**config.mk**
```make
export PLATFORM = sky130hd
export DESIGN_NAME = gregorian_date_add_days_flat
export DESIGN_NICKNAME = d
export VERILOG_FILES = /design/src/rtl/core/dadd_pkg.sv /design/src/rtl/core/dadd_if.sv /design/src/rtl/core/gregorian_date_add_days.sv /design/src/rtl/core/dadd_alu.sv /design/src/rtl/core/dadd_mlen.sv /design/src/flat_wrapper.sv
export SDC_FILE = /design/constraint.sdc
export NUM_CORES = 1
export LEC_CHECK = 0
export BUFFER_PORTS_ARGS = -buffer_cell sky130_fd_sc_hd__buf_2
export CORE_MARGIN = 5
export CORE_UTILIZATION = 43
export CTS_CLUSTER_SIZE = 30
export DETAILED_ROUTE_END_ITERATION = 16
export GPL_TIMING_DRIVEN = 0
export PLACE_DENSITY = 0.73
export SLEW_MARGIN = 20
export SYNTH_ARGS = -nofsm -noshare
export SYNTH_HDL_FRONTEND = slang
export SYNTH_SLANG_ARGS = --single-unit
```
**constraint.sdc**
```tcl
create_clock -name i_clk -period 8.5 [get_ports i_clk]
set_input_delay 0 -clock i_clk [delete_from_list [all_inputs] [get_ports i_clk]]
set_output_delay 0 -clock i_clk [all_outputs]
set_load 0.02 [all_outputs]
```
**src/rtl/core/dadd_pkg.sv**
```systemverilog
// Shared types and constants for the Gregorian date-plus-days block.
// No dependencies; imported by every other file of the block.
package dadd_pkg;

    localparam int unsigned C_DAY_W   = 5;
    localparam int unsigned C_MONTH_W = 4;
    localparam int unsigned C_YEAR_W  = 14;
    localparam int unsigned C_ADD_W   = 15;
    localparam int unsigned C_ACC_W   = 16;
    localparam int unsigned C_YMOD_W  = 9;

    localparam logic [C_MONTH_W-1:0] C_FIRST_MONTH = 4'd1;
    localparam logic [C_MONTH_W-1:0] C_FEB         = 4'd2;
    localparam logic [C_MONTH_W-1:0] C_LAST_MONTH  = 4'd12;

    localparam logic [C_ACC_W-1:0]  C_YEAR_CYCLE = 16'd400;
    localparam logic [C_YEAR_W-1:0] C_YMOD_LAST  = 14'd399;
    localparam logic [C_YMOD_W-1:0] C_CENT_1     = 9'd100;
    localparam logic [C_YMOD_W-1:0] C_CENT_2     = 9'd200;
    localparam logic [C_YMOD_W-1:0] C_CENT_3     = 9'd300;

    localparam logic [C_DAY_W-1:0] C_FEB_LEAP = 5'd29;
    localparam logic [C_DAY_W-1:0] C_FEB_NORM = 5'd28;

    localparam logic [C_DAY_W-1:0] C_MONTH_LEN [12] = '{
        5'd31, 5'd28, 5'd31, 5'd30, 5'd31, 5'd30,
        5'd31, 5'd31, 5'd30, 5'd31, 5'd30, 5'd31
    };

    typedef enum logic {
        ALU_ADD,
        ALU_SUB
    } t_alu_op;

    typedef struct packed {
        t_alu_op              op;
        logic [C_ACC_W-1:0]   a;
        logic [C_ACC_W-1:0]   b;
    } t_alu_req;

    typedef struct packed {
        logic [C_ACC_W-1:0] res;
        logic               borrow;
        logic               zero;
    } t_alu_rsp;

endpackage

```
**src/rtl/core/dadd_if.sv**
```systemverilog
// Handshake channels for the date-plus-days block: input date beat and result beat.
// Depends on dadd_pkg for field widths.
interface dadd_in_if
    import dadd_pkg::*;
();
    logic                 valid;
    logic                 ready;
    logic [C_DAY_W-1:0]   start_day;
    logic [C_MONTH_W-1:0] start_month;
    logic [C_YEAR_W-1:0]  start_year;
    logic [C_ADD_W-1:0]   days_to_add;

    modport source (output valid, start_day, start_month, start_year, days_to_add,
                    input ready);
    modport sink   (input valid, start_day, start_month, start_year, days_to_add,
                    output ready);
endinterface

interface dadd_out_if
    import dadd_pkg::*;
();
    logic                 valid;
    logic                 ready;
    logic [C_DAY_W-1:0]   result_day;
    logic [C_MONTH_W-1:0] result_month;
    logic [C_YEAR_W-1:0]  result_year;

    modport source (output valid, result_day, result_month, result_year, input ready);
    modport sink   (input valid, result_day, result_month, result_year, output ready);
endinterface

```
**src/rtl/core/gregorian_date_add_days.sv**
```systemverilog
// Top level: sequencer that drives one shared add/subtract unit to add days to a date.
// Depends on dadd_pkg, dadd_if, dadd_alu and dadd_mlen.
//
//   channel   dir   modport   payload
//   i_in      in    sink      start_day, start_month, start_year, days_to_add
//   o_out     out   source    result_day, result_month, result_year
//
// One beat in, one beat out. An item loads the start day plus days_to_add, reduces
// the year modulo 400 by repeated subtraction, sums the months before the start
// month, walks one month per cycle until the remainder fits the month, and then
// loads the result. All steps share the one add/subtract unit. i_in.ready is high
// only while idle. A stalled result holds in the output register. Reset is
// synchronous, active low, and clears the sequencer and result valid.
module gregorian_date_add_days
    import dadd_pkg::*;
(
    input  logic        i_clk,
    input  logic        i_rst_n,
    dadd_in_if.sink     i_in,
    dadd_out_if.source  o_out
);

    typedef enum logic [2:0] {
        S_IDLE,
        S_MOD,
        S_SUM,
        S_WALK,
        S_FIN
    } t_state;

    t_state                r_state,  n_state;
    logic [C_ACC_W-1:0]    r_rem,    n_rem;
    logic [C_YEAR_W:0]     r_year,   n_year;
    logic [C_YEAR_W-1:0]   r_ymod,   n_ymod;
    logic [C_MONTH_W-1:0]  r_m,      n_m;
    logic [C_MONTH_W-1:0]  r_mstart, n_mstart;
    logic                  r_ovalid, n_ovalid;
    logic [C_DAY_W-1:0]    r_oday,   n_oday;
    logic [C_MONTH_W-1:0]  r_omonth, n_omonth;
    logic [C_YEAR_W-1:0]   r_oyear,  n_oyear;

    t_alu_req              w_req;
    t_alu_rsp              w_rsp;
    logic [C_DAY_W-1:0]    w_len;

    dadd_mlen u_mlen (
        .i_month (r_m),
        .i_ymod  (r_ymod[C_YMOD_W-1:0]),
        .o_len   (w_len)
    );

    dadd_alu u_alu (
        .i_req (w_req),
        .o_rsp (w_rsp)
    );

    always_comb begin
        case (r_state)
            S_IDLE: begin
                w_req.op = ALU_ADD;
                w_req.a  = {{(C_ACC_W-C_DAY_W){1'b0}}, i_in.start_day};
                w_req.b  = {{(C_ACC_W-C_ADD_W){1'b0}}, i_in.days_to_add};
            end
            S_MOD: begin
                w_req.op = ALU_SUB;
                w_req.a  = {{(C_ACC_W-C_YEAR_W){1'b0}}, r_ymod};
                w_req.b  = C_YEAR_CYCLE;
            end
            S_SUM: begin
                w_req.op = ALU_ADD;
                w_req.a  = r_rem;
                w_req.b  = {{(C_ACC_W-C_DAY_W){1'b0}}, w_len};
            end
            default: begin
                w_req.op = ALU_SUB;
                w_req.a  = r_rem;
                w_req.b  = {{(C_ACC_W-C_DAY_W){1'b0}}, w_len};
            end
        endcase
    end

    always_comb begin
        n_state  = r_state;
        n_rem    = r_rem;
        n_year   = r_year;
        n_ymod   = r_ymod;
        n_m      = r_m;
        n_mstart = r_mstart;
        n_ovalid = r_ovalid;
        n_oday   = r_oday;
        n_omonth = r_omonth;
        n_oyear  = r_oyear;

        if (r_ovalid && o_out.ready) begin
            n_ovalid = 1'b0;
        end

        case (r_state)
            S_IDLE: begin
                if (i_in.valid) begin
                    n_rem    = w_rsp.res;
                    n_year   = {1'b0, i_in.start_year};
                    n_ymod   = i_in.start_year;
                    n_m      = C_FIRST_MONTH;
                    n_mstart = i_in.start_month;
                    n_state  = S_MOD;
                end
            end
            S_MOD: begin
                if (!w_rsp.borrow) begin
                    n_ymod = w_rsp.res[C_YEAR_W-1:0];
                end else begin
                    n_state = S_SUM;
                end
            end
            S_SUM: begin
                if (r_m < r_mstart) begin
                    n_rem = w_rsp.res;
                    n_m   = r_m + C_FIRST_MONTH;
                end else begin
                    n_m     = C_FIRST_MONTH;
                    n_state = S_WALK;
                end
            end
            S_WALK: begin
                if (!w_rsp.borrow && !w_rsp.zero) begin
                    n_rem = w_rsp.res;
                    if (r_m == C_LAST_MONTH) begin
                        n_m    = C_FIRST_MONTH;
                        n_year = r_year + {{C_YEAR_W{1'b0}}, 1'b1};
                        n_ymod = (r_ymod == C_YMOD_LAST) ? '0
                               : r_ymod + {{(C_YEAR_W-1){1'b0}}, 1'b1};
                    end else begin
                        n_m = r_m + C_FIRST_MONTH;
                    end
                end else begin
                    n_state = S_FIN;
                end
            end
            S_FIN: begin
                if (!r_ovalid || o_out.ready) begin
                    n_ovalid = 1'b1;
                    n_oday   = r_rem[C_DAY_W-1:0];
                    n_omonth = r_m;
                    n_oyear  = r_year[C_YEAR_W-1:0];
                    n_state  = S_IDLE;
                end
            end
            default: begin
                n_state = S_IDLE;
            end
        endcase
    end

    always_ff @(posedge i_clk) begin
        if (!i_rst_n) begin
            r_state  <= S_IDLE;
            r_ovalid <= 1'b0;
        end else begin
            r_state  <= n_state;
            r_ovalid <= n_ovalid;
        end
        r_rem    <= n_rem;
        r_year   <= n_year;
        r_ymod   <= n_ymod;
        r_m      <= n_m;
        r_mstart <= n_mstart;
        r_oday   <= n_oday;
        r_omonth <= n_omonth;
        r_oyear  <= n_oyear;
    end

    assign i_in.ready         = (r_state == S_IDLE);
    assign o_out.valid        = r_ovalid;
    assign o_out.result_day   = r_oday;
    assign o_out.result_month = r_omonth;
    assign o_out.result_year  = r_oyear;

endmodule

```
**src/rtl/core/dadd_alu.sv**
```systemverilog
// Shared 16-bit add/subtract unit with borrow and zero flags.
// Depends on dadd_pkg for the request and response structs.
module dadd_alu
    import dadd_pkg::*;
(
    input  t_alu_req i_req,
    output t_alu_rsp o_rsp
);

    logic [C_ACC_W:0] w_sum;

    always_comb begin
        if (i_req.op == ALU_ADD) begin
            w_sum = {1'b0, i_req.a} + {1'b0, i_req.b};
        end else begin
            w_sum = {1'b0, i_req.a} - {1'b0, i_req.b};
        end
    end

    assign o_rsp.res    = w_sum[C_ACC_W-1:0];
    assign o_rsp.borrow = w_sum[C_ACC_W];
    assign o_rsp.zero   = (w_sum[C_ACC_W-1:0] == '0);

endmodule

```
**src/rtl/core/dadd_mlen.sv**
```systemverilog
// Month length lookup with the Gregorian leap rule taken from the year modulo 400.
// Depends on dadd_pkg for the month table and constants.
module dadd_mlen
    import dadd_pkg::*;
(
    input  logic [C_MONTH_W-1:0] i_month,
    input  logic [C_YMOD_W-1:0]  i_ymod,
    output logic [C_DAY_W-1:0]   o_len
);

    logic                 w_leap;
    logic [C_MONTH_W-1:0] w_idx;

    assign w_leap = (i_ymod == '0) ||
                    ((i_ymod[1:0] == 2'b00) && (i_ymod != C_CENT_1) &&
                     (i_ymod != C_CENT_2) && (i_ymod != C_CENT_3));
    assign w_idx  = i_month - C_FIRST_MONTH;

    always_comb begin
        if (i_month < C_FIRST_MONTH || i_month > C_LAST_MONTH) begin
            o_len = '0;
        end else if (i_month == C_FEB) begin
            o_len = w_leap ? C_FEB_LEAP : C_FEB_NORM;
        end else begin
            o_len = C_MONTH_LEN[w_idx];
        end
    end

endmodule

```
**src/flat_wrapper.sv**
```systemverilog
// flat-port wrapper written by rule: the top's interface ports become plain ports
module gregorian_date_add_days_flat import dadd_pkg::*;
  (i_clk, i_rst_n, i_in_valid, i_in_start_day, i_in_start_month, i_in_start_year, i_in_days_to_add, i_in_ready, o_out_valid, o_out_result_day, o_out_result_month, o_out_result_year, o_out_ready);
  dadd_in_if i_in_i ();
  dadd_out_if o_out_i ();
  input  logic i_clk;
  input  logic i_rst_n;
  input wire logic [$bits(i_in_i.valid)-1:0] i_in_valid;
  input wire logic [$bits(i_in_i.start_day)-1:0] i_in_start_day;
  input wire logic [$bits(i_in_i.start_month)-1:0] i_in_start_month;
  input wire logic [$bits(i_in_i.start_year)-1:0] i_in_start_year;
  input wire logic [$bits(i_in_i.days_to_add)-1:0] i_in_days_to_add;
  output wire logic [$bits(i_in_i.ready)-1:0] i_in_ready;
  output wire logic [$bits(o_out_i.valid)-1:0] o_out_valid;
  output wire logic [$bits(o_out_i.result_day)-1:0] o_out_result_day;
  output wire logic [$bits(o_out_i.result_month)-1:0] o_out_result_month;
  output wire logic [$bits(o_out_i.result_year)-1:0] o_out_result_year;
  input wire logic [$bits(o_out_i.ready)-1:0] o_out_ready;
  assign i_in_i.valid = i_in_valid;
  assign i_in_i.start_day = i_in_start_day;
  assign i_in_i.start_month = i_in_start_month;
  assign i_in_i.start_year = i_in_start_year;
  assign i_in_i.days_to_add = i_in_days_to_add;
  assign i_in_ready = i_in_i.ready;
  assign o_out_valid = o_out_i.valid;
  assign o_out_result_day = o_out_i.result_day;
  assign o_out_result_month = o_out_i.result_month;
  assign o_out_result_year = o_out_i.result_year;
  assign o_out_i.ready = o_out_ready;
  gregorian_date_add_days u_core (.i_clk(i_clk), .i_rst_n(i_rst_n), .i_in(i_in_i), .o_out(o_out_i));
endmodule
```
==> qor.txt, run 1 <==
Total Nets Final - 770
vias after detailed routing - 5,071
most common cell after layout, fill and taps aside - nand2_1
H-tree depth - 3
gpl congestion - 0.950
Synth Cell Area - 5550 µm²
first-pass GRT wire length - 24.7 mm
clock latency on the worst-skew pair - 0.34 ns
post-synth top area cell - edfxtp_1
Hold Path End - u_core.r_year[6]
Mean Syn Cell Area - 9.22 µm²
Cells after DPL - 842
fin crit share - 78.4%
Rel. slew slack - 29.8%
core area - 12,600 µm²
first drt pass iteration count - 6
Initial Utilization - 44.0%
highest clock rate - 0.150 GHz
final hold vios - 0
number of diodes - 0
endpoint type of the worst setup path - flip-flop
vias per inst - 5.79
Seq/Total Area, Yosys - 42.0%
Worst-path clk slew - 0.06 ns
Syn Inst Count - 602
Pleak - 2.62 nW
GRT Overall Usage - 20.5%
most frequent cells in the layout - nand2_1 (76), edfxtp_1 (75), buf_2 (67)
Main synth FF type - edfxtp_1
min cycle time layout - 6.66 ns
register area - 2330 µm²
Hold/Removal Path Class - in -> reg
GRT Residual Overflow - 0
Yosys warnings - 0
Die Ht - 124 µm
crit path DAT - 6.63 ns
number of global-route vias before repair - 4,788
CTS max path bufs - 2
antenna violations before repair - 0
FF-to-FF path depth - 23
Synth area leaders - edfxtp_1 (41%), ha_1 (6.3%), nand2_1 (5.1%)
Post-Route WL - 15.5 mm
largest net degree at the start of global routing - 24
layout cell share with drive strength beyond 1 - 14.2%
FP Rows - 41
kind of critical path - reg -> reg
Final setup viols - 0
Unique masters post-synth - 61
clk_skew - 0.00688 ns
Port Buffer Count - 66
fillers - 1,164
WHS Path Cells - 3
R2R Setup Slk - 1.84 ns
DRC viols - 0
Yosys top cell area share - 40.6%
RSZ-0062 raised after global routing - no
post-DP HPWL - 11.7 mm
CTS resizes - 0
die area - 15,300 µm²
Peak supply drop - 0.217 mV
Die W - 124 µm
area delta synth->final - 19.3%
reg2reg start - u_core.r_m[0]
Total Neg Setup Slack - 0 ns
Reg-to-Reg End - u_core.r_year[10]
Async SR Flop Fraction - 0%
Multi-input gate area - 3050 µm²
Cell Pwr Density - 456 nW/µm²
Routed Antenna Nets - 0
HP Start - i_in_start_year[6]
WL/cell - 17.7 µm
critical path startpoint - u_core.r_m[0]
I/O pin count - 67
EDFF count, synth - 75
status - finished, final reports clean
max cap viols - 0
Root Buffer - clkbuf_16
Syn Nets - 673
type of origin of the critical path - flip-flop
Seq cells post-synth - 79
total CTS buffers - 9
clock sink total - 79
slew of the pin with the lowest slew margin - 1.04 ns
final cell count without fillers - 876
Crit Path Max Fanout - 14
Slew Viols, Final - 0
Crit path required time - 8.46 ns
initial drt markers - 560
CTS tree - done
[metal layers]
layer  up-vias  global-route usage, %  share of wire [%]
met2       226                   32.7                 46
met5         -                      0                  0
met1      2390                   28.2                 44
li1       2427                      -                  -
met4         0                   7.20                2.2
met3        28                   3.32                7.8
[worst max-delay path by stage]
stage / to
detailed placement: u_core.r_year[11]
finish: u_core.r_year[10]
floorplan: u_core.r_rem[0]
global placement: u_core.r_rem[11]
global route: u_core.r_year[6]
CTS: u_core.r_year[7]
[registers in the layout, summed over array words and instances, names as in the netlist]
| name | cells |
|---|---|
| u_core.o_out.result_day | 5 |
| u_core.o_out.result_month | 4 |
| u_core.o_out.result_year | 14 |
| u_core.o_out.valid | 1 |
| u_core.r_m | 4 |
| u_core.r_mstart | 4 |
| u_core.r_rem | 16 |
| u_core.r_state | 3 |
| u_core.r_year | 14 |
| u_core.r_ymod | 14 |
[repair_timing]
item                                   4_1_cts  5_1_grt
endpoints found under the hold margin       23        0
buffers inserted                             0        0
hold buffers                                18        0
[critical path, cell delays in order (launching register included)]
cell and delay (ns):
edfxtp_1 0.50, inv_1 0.27, ha_1 0.36, nand2b_1 0.14, a311oi_1 0.32, a21oi_1 0.07, o21ai_0 0.22, a22o_1 0.21
inv_1 0.05, ha_1 0.22, o21ai_0 0.27, a21oi_2 0.16, o21a_1 0.20, and3_1 0.19, o21ai_0 0.27, ha_1 0.36
a21o_1 0.23, a21o_1 0.19, a21oi_1 0.30, mux2i_1 0.23, o21ai_0 0.10, a311oi_1 0.53, nor4b_4 0.18, o21bai_2 0.72
[through the flow]
| stage | hold slack, ns | setup WS (ns) | utilization (%) | instance area [µm²] | power [mW] |
|---|---|---|---|---|---|
| after CTS | 0.0115 | 2.00 | 52.5 | 6630 | 2.98 |
| after floorplan | 0.0989 | 2.48 | - | 5550 | 2.08 |
| after detailed placement | 0.180 | 2.06 | 48.6 | 6130 | 2.55 |
| final | 0.0194 | 1.84 | 52.5 | 6630 | 3.02 |
| after global placement | 0.179 | 0.969 | 48.3 | 6100 | 2.46 |
| after global routing | 0.0307 | 1.44 | 52.5 | 6630 | 3.24 |
[power breakdown]
part           total, mW  internal, mW  switching (mW)
combinational       1.83         0.676            1.16
clock              0.414         0.256           0.158
sequential         0.776         0.669           0.107
total               3.02          1.60            1.42
[synth_stat cells (12+ instances only)]
master and instances:
a21oi_1 39, clkbuf_1 21, and3_1 12, inv_1 24
edfxtp_1 75, ha_1 28, xor2_1 16, nand3_1 32
nand2_1 76, nor2_1 48, o21ai_0 53, xnor2_1 18
[logic make-up after synthesis]
kind of cell             after synthesis  synth area share, %
AND/OR/NAND/NOR                      237                 21.2
AO/OA/AOI/OAI                        167                 20.2
flip-flops                            79                 42.0
buffers and inverters                 49                 3.33
XOR/XNOR                              34                 5.36
adder cells (fa/ha/maj)               29                 6.67
multiplexers                           7                 1.26
[area by class of cell]
| type | count | share of cell area, % |
|---|---|---|
| Sequential cell | 79 | 35.2 |
| Multi-Input combinational cell | 474 | 46.0 |
| Clock inverter | 6 | 1.27 |
| Clock buffer | 10 | 3.46 |
| Tap cell | 172 | 3.25 |
| Buffer | 25 | 1.44 |
| Inverter | 24 | 1.36 |
| Timing Repair Buffer | 86 | 8.05 |
No activity file was read; power rests on OpenSTA's default activity.
==> inputs of run 2 (changes only) <==
==> constraint.sdc (replaced) <==
create_clock -name i_clk -period 6.7 [get_ports i_clk]
set_input_delay 0 -clock i_clk [delete_from_list [all_inputs] [get_ports i_clk]]
set_output_delay 0 -clock i_clk [all_outputs]
set_load 0.02 [all_outputs]
==> run 2 against run 1 <==
Net effect:
- first-iteration DRC count shrank 8.2%
- non-clock buffer count down 1
- power is 28% higher
- largest power group unchanged
==> qor.txt, run 2 (synthesized netlist as in run 1, its figures left out) <==
Final setup viols - 0 (unchanged)
Initial Utilization - 44.0% (unchanged)
Die Ht - 124 µm (unchanged)
fillers - 1,164 (unchanged)
Port Buffer Count - 66 (unchanged)
Slew Viols, Final - 0 (unchanged)
GRT Overall Usage - 20.5% (unchanged)
Total Nets Final - 769 (was 770)
Peak supply drop - 0.275 mV (was 0.217 mV)
H-tree depth - 3 (unchanged)
crit path DAT - 6.58 ns (was 6.63 ns)
final hold vios - 0 (unchanged)
I/O pin count - 67 (unchanged)
first drt pass iteration count - 5 (was 6)
first-pass GRT wire length - 24.7 mm (unchanged)
kind of critical path - reg -> reg (unchanged)
antenna violations before repair - 0 (unchanged)
clk_skew - 0.00870 ns (was 0.00688 ns)
core area - 12,600 µm² (unchanged)
Final Cell Area - 6650 µm² (was 6630 µm²)
status - finished, final reports clean (unchanged)
CTS tree - done (unchanged)
final worst slack - 0.214 ns (was 1.84 ns)
post-DP HPWL - 11.7 mm (unchanged)
clock sink total - 79 (unchanged)
Die W - 124 µm (unchanged)
WL/cell - 17.8 µm (was 17.7 µm)
most common cell after layout, fill and taps aside - nand2_1 (unchanged)
highest clock rate - 0.154 GHz (was 0.150 GHz)
gpl congestion - 0.950 (unchanged)
slew of the pin with the lowest slew margin - 1.12 ns (was 1.04 ns)
Post-Route WL - 15.6 mm (was 15.5 mm)
FP Rows - 41 (unchanged)
fin crit share - 96.8% (was 78.4%)
worst hold slack - 0.0203 ns (was 0.0194 ns)
vias per inst - 5.76 (was 5.79)
clock latency on the worst-skew pair - 0.34 ns (about the same)
max cap viols - 0 (unchanged)
Biggest register - u_core.r_rem (unchanged)
dpl cell area - 6130 µm² (unchanged)
Total Neg Setup Slack - 0 ns (unchanged)
Pleak - 2.63 nW (was 2.62 nW)
layout cell share with drive strength beyond 1 - 14.8% (was 14.2%)
endpoint type of the worst setup path - flip-flop (unchanged)
initial drt markers - 514 (was 560)
min cycle time layout - 6.49 ns (was 6.66 ns)
most frequent cells in the layout - nand2_1 (76), edfxtp_1 (75), buf_2 (67) (unchanged)
Cell Pwr Density - 580 nW/µm² (was 456 nW/µm²)
number of global-route vias before repair - 4,788 (unchanged)
DRC viols - 0 (unchanged)
type of origin of the critical path - flip-flop (unchanged)
Post-CTS Setup Bufs - 0 (unchanged)
Routed Antenna Nets - 0 (unchanged)
vias after detailed routing - 5,036 (was 5,071)
R2R Setup Slk - 0.21 ns (was 1.84 ns)
area delta synth->final - 19.8% (was 19.3%)
Crit Path Max Fanout - 11 (was 14)
die area - 15,300 µm² (unchanged)
pre-CTS WS - 0.258 ns (was 2.06 ns)
Crit path required time - 6.79 ns (was 8.46 ns)
Hold/Removal Path Class - in -> reg (unchanged)
Rel. slew slack - 24.2% (was 29.8%)
Tot Pwr - 3.86 mW (was 3.02 mW)
GRT Residual Overflow - 0 (unchanged)
max FFs per register - 16 (unchanged)
total CTS buffers - 9 (unchanged)
CTS max path bufs - 2 (unchanged)
largest net degree at the start of global routing - 24 (unchanged)
Root Buffer - clkbuf_16 (unchanged)
Worst-path clk slew - 0.07 ns (was 0.06 ns)
number of diodes - 0 (unchanged)
RSZ-0062 raised after global routing - no (unchanged)
==> run 2: power by group <==
part / switching [mW] / internal [mW]
Clock: 0.201 / 0.325
Sequential: 0.141 / 0.849
Combinational: 1.48 / 0.867
Total: 1.82 / 2.04
==> run 2: final timing paths <==
path | start | to | cells after the start
worst min register to register | u_core.r_rem[3] | u_core.o_out.result_day[3] | 0
worst max register to register | u_core.r_m[0] | u_core.r_rem[11] | 24
worst min-delay path | i_in_start_year[6] | u_core.r_year[6] | 3
worst max-delay path | u_core.r_m[0] | u_core.r_rem[11] | 24
==> run 2: worst max-delay path, cell delays in order (launching register included) <==
cell and delay [ns]:
edfxtp_1 0.50, inv_1 0.26, ha_1 0.35, nand2b_1 0.14, a311oi_1 0.31, a21oi_1 0.06, o21ai_0 0.27, a22o_1 0.23
inv_1 0.05, ha_1 0.22, o21ai_0 0.25, a21oi_2 0.16, a211o_1 0.29, o21ai_0 0.08, nand2b_1 0.12, ha_1 0.38
a21o_1 0.21, a21oi_1 0.14, o21ai_0 0.19, o21a_1 0.24, or3_1 0.32, a211o_1 0.33, nor4b_4 0.63, o21ai_2 0.27
buf_6 0.22
==> run 2: area by class of cell <==
class | instances | area [µm²] | area share (%)
multi-input cells | 474 | 3080 | 46.3
flip-flops and latches | 79 | 2330 | 35.1
repair buffers | 86 | 533 | 8.01
clock buffers | 10 | 229 | 3.44
well taps | 172 | 215 | 3.23
plain buffers | 24 | 91.3 | 1.37
inverters | 24 | 90.1 | 1.35
clock inverters | 6 | 83.8 | 1.26
==> run 2: routing by layer <==
layer	part of all wire, %	GRT usage (%)
met5	0	0
met4	2.2	7.20
met3	7.3	3.32
met2	47	32.7
met1	44	28.2
==> run 2: stage by stage <==
| step | instances | utilization [%] |
|---|---|---|
| 2_1_floorplan | 602 | - |
| 3_3_place_gp | 840 | 48.3 |
| 3_5_place_dp | 842 | 48.6 |
| 4_1_cts | 876 | 52.5 |
| 5_1_grt | 875 | 52.7 |
| 6_report | 875 | 52.7 |
==> run 2: timing repair <==
action / CTS / global route
setup endpoints to repair: 0 / 29
resized for setup: 0 / 5
endpoints found under the hold margin: 23 / 0
hold buffers: 18 / 0
==> inputs of run 3 (changes only) <==
--- a/config.mk
+++ b/config.mk
@@ -11,7 +11,6 @@
 export CTS_CLUSTER_SIZE = 30
 export DETAILED_ROUTE_END_ITERATION = 16
 export GPL_TIMING_DRIVEN = 0
-export PLACE_DENSITY = 0.73
 export SLEW_MARGIN = 20
 export SYNTH_ARGS = -nofsm -noshare
 export SYNTH_HDL_FRONTEND = slang
==> run 3 against run 2 <==
Net effect:
- setup slack improved by 0.32 ns
- die area did not move
- cell area fell by 0.19%
- cell count rose by 0.11%
- global-route usage fell by 0.46 points
- first-iteration DRC count fell by 34%
- maximum frequency rose by 5.1%
- register-to-register slack improved by 0.32 ns
- combinational power barely moved
- via count fell by 1.5%
- clock power fell by 3%
- clock skew rose by 0.0024 ns
- largest power group unchanged
==> qor.txt, run 3 (synthesized netlist as in run 1, its figures left out) <==
HP Start - i_in_start_year[0] (was i_in_start_year[6])
max cap viols - 0 (unchanged)
most frequent cells in the layout - nand2_1 (76), edfxtp_1 (75), buf_2 (67) (unchanged)
Die W - 124 µm (unchanged)
status - finished, final reports clean (unchanged)
Total Nets Final - 770 (was 769)
Rel. slew slack - 26.8% (was 24.2%)
CTS max path bufs - 2 (unchanged)
layout cell share with drive strength beyond 1 - 15.3% (was 14.8%)
clk_skew - 0.0111 ns (was 0.00870 ns)
max FFs per register - 16 (unchanged)
Crit Path Max Fanout - 11 (unchanged)
fin crit share - 92.1% (was 96.8%)
core area - 12,600 µm² (unchanged)
reg2reg start - u_core.r_ymod[5] (was u_core.r_m[0])
Port Buffer Count - 66 (unchanged)
number of global-route vias before repair - 4,714 (was 4,788)
DRC viols - 0 (unchanged)
WL/cell - 17.3 µm (was 17.8 µm)
first drt pass iteration count - 5 (unchanged)
FP Rows - 41 (unchanged)
Final Core Density - 52.6% (was 52.7%)
clock sink total - 79 (unchanged)
slew of the pin with the lowest slew margin - 1.08 ns (was 1.12 ns)
highest clock rate - 0.162 GHz (was 0.154 GHz)
WHS Path Cells - 3 (unchanged)
min cycle time layout - 6.17 ns (was 6.49 ns)
H-tree depth - 3 (unchanged)
type of origin of the critical path - flip-flop (unchanged)
gpl congestion - 0.860 (was 0.950)
Initial Utilization - 44.0% (unchanged)
Post-Route WL - 15.2 mm (was 15.6 mm)
die area - 15,300 µm² (unchanged)
clock latency on the worst-skew pair - 0.34 ns (about the same)
total CTS buffers - 9 (unchanged)
vias per inst - 5.66 (was 5.76)
Crit path required time - 6.75 ns (was 6.79 ns)
Root Buffer - clkbuf_16 (unchanged)
largest net degree at the start of global routing - 24 (unchanged)
post-DP HPWL - 11.9 mm (was 11.7 mm)
I/O pin count - 67 (unchanged)
Reg-to-Reg End - u_core.r_rem[11] (unchanged)
Routed Antenna Nets - 0 (unchanged)
Final setup viols - 0 (unchanged)
Peak supply drop - 0.382 mV (was 0.275 mV)
kind of critical path - reg -> reg (unchanged)
Pleak - 2.64 nW (was 2.63 nW)
first-pass GRT wire length - 23.8 mm (was 24.7 mm)
Hold/Removal Path Class - in -> reg (unchanged)
Worst-path clk slew - 0.07 ns (about the same)
vias after detailed routing - 4,962 (was 5,036)
Die Ht - 124 µm (unchanged)
Slew Viols, Final - 0 (unchanged)
number of diodes - 0 (unchanged)
endpoint type of the worst setup path - flip-flop (unchanged)
antenna violations before repair - 0 (unchanged)
RSZ-0062 raised after global routing - no (unchanged)
final hold vios - 0 (unchanged)
Biggest register - u_core.r_rem (unchanged)
initial drt markers - 337 (was 514)
FF-to-FF path depth - 25 (was 24)
crit path DAT - 6.22 ns (was 6.58 ns)
Tot Pwr - 3.82 mW (was 3.86 mW)
most common cell after layout, fill and taps aside - nand2_1 (unchanged)
GRT Residual Overflow - 0 (unchanged)
area delta synth->final - 19.6% (was 19.8%)
Cell Pwr Density - 576 nW/µm² (was 580 nW/µm²)
GRT Overall Usage - 20.0% (was 20.5%)
R2R Setup Slk - 0.53 ns (was 0.21 ns)
Hold Path End - u_core.r_year[0] (was u_core.r_year[6])
CTS tree - done (unchanged)
==> run 3: changes by cell type in the layout (fill, tap and decap cells not counted), moves of 2 or more <==
cell,previous run,this run
buf_4,0,3
clkinv_1,2,0
clkinv_4,0,3
dlygate4sd3_1,18,16
==> run 3: worst max path at each step <==
stage	startpoint	end	slack, ns	cells past startpoint
after CTS	u_core.r_ymod[6]	u_core.r_year[6]	0.28	24
final	u_core.r_ymod[5]	u_core.r_rem[11]	0.53	25
after detailed placement	u_core.r_ymod[6]	u_core.r_year[12]	0.32	24
after global placement	u_core.r_ymod[6]	u_core.r_rem[12]	-0.90	24
after floorplan	u_core.r_m[0]	u_core.r_rem[0]	0.68	23
after global routing	u_core.r_ymod[6]	u_core.r_rem[10]	0.04	25
==> run 3: final cells by class <==
| cell class | count | area [µm²] |
|---|---|---|
| Timing Repair Buffer | 87 | 539 |
| Inverter | 24 | 90.1 |
| Buffer | 24 | 91.3 |
| Tap cell | 172 | 215 |
| Multi-Input combinational cell | 474 | 3070 |
| Clock inverter | 7 | 81.3 |
| Sequential cell | 79 | 2330 |
| Fill cell | 1215 | 5980 |
| Clock buffer | 9 | 225 |
==> run 3: worst max-delay path, stage by stage, from the launching register on <==
cell      delay [ns]
edfxtp_1        0.49
nor2_1          0.18
nand3_1         0.09
nor4b_1         0.41
nor3_1          0.14
a21oi_1         0.15
o21ai_0         0.13
a22o_1          0.28
inv_1           0.06
ha_1            0.20
o21ai_0         0.20
a21oi_2         0.30
o21a_1          0.24
and3_1          0.16
o21ai_0         0.13
ha_1            0.43
a21o_1          0.22
a21o_1          0.19
a21oi_1         0.29
mux2i_1         0.22
o21ai_0         0.12
a311oi_2        0.38
nor4b_4         0.09
buf_4           0.18
o21ai_2         0.38
buf_8           0.21
==> run 3: per-layer routing <==
metal  wire length [µm]  track usage (%)
met1               7120             28.2
met2               7050             32.2
met3                733             2.50
met4                293             6.23
met5                  0                0
==> run 3: timing repair <==
item / CTS / global route
setup buffers: 0 / 3
hold endpoints to repair: 20 / 0
setup endpoints to repair: 0 / 48
resized for setup: 0 / 3
hold buffers: 16 / 0
==> run 3: power by group <==
part           total [mW]  switching, mW  internal (mW)  leakage [nW]
logic                2.32           1.46          0.864          1.75
registers           0.994          0.145          0.849         0.739
clock network       0.509          0.215          0.294         0.152
==> run 3: per-stage QoR <==
| stage | setup slack (ns) | setup TNS (ns) | hold slack, ns | instance area [µm²] | instances |
|---|---|---|---|---|---|
| 2_1_floorplan | 0.680 | 0 | 0.0989 | 5550 | 602 |
| 3_3_place_gp | -0.902 | -25.64 | 0.178 | 6100 | 840 |
| 3_5_place_dp | 0.319 | 0 | 0.178 | 6140 | 842 |
| 4_1_cts | 0.279 | 0 | 0.00141 | 6600 | 874 |
| 5_1_grt | 0.0393 | 0 | 0.0106 | 6640 | 876 |
| 6_report | 0.529 | 0 | 0.00643 | 6640 | 876 |
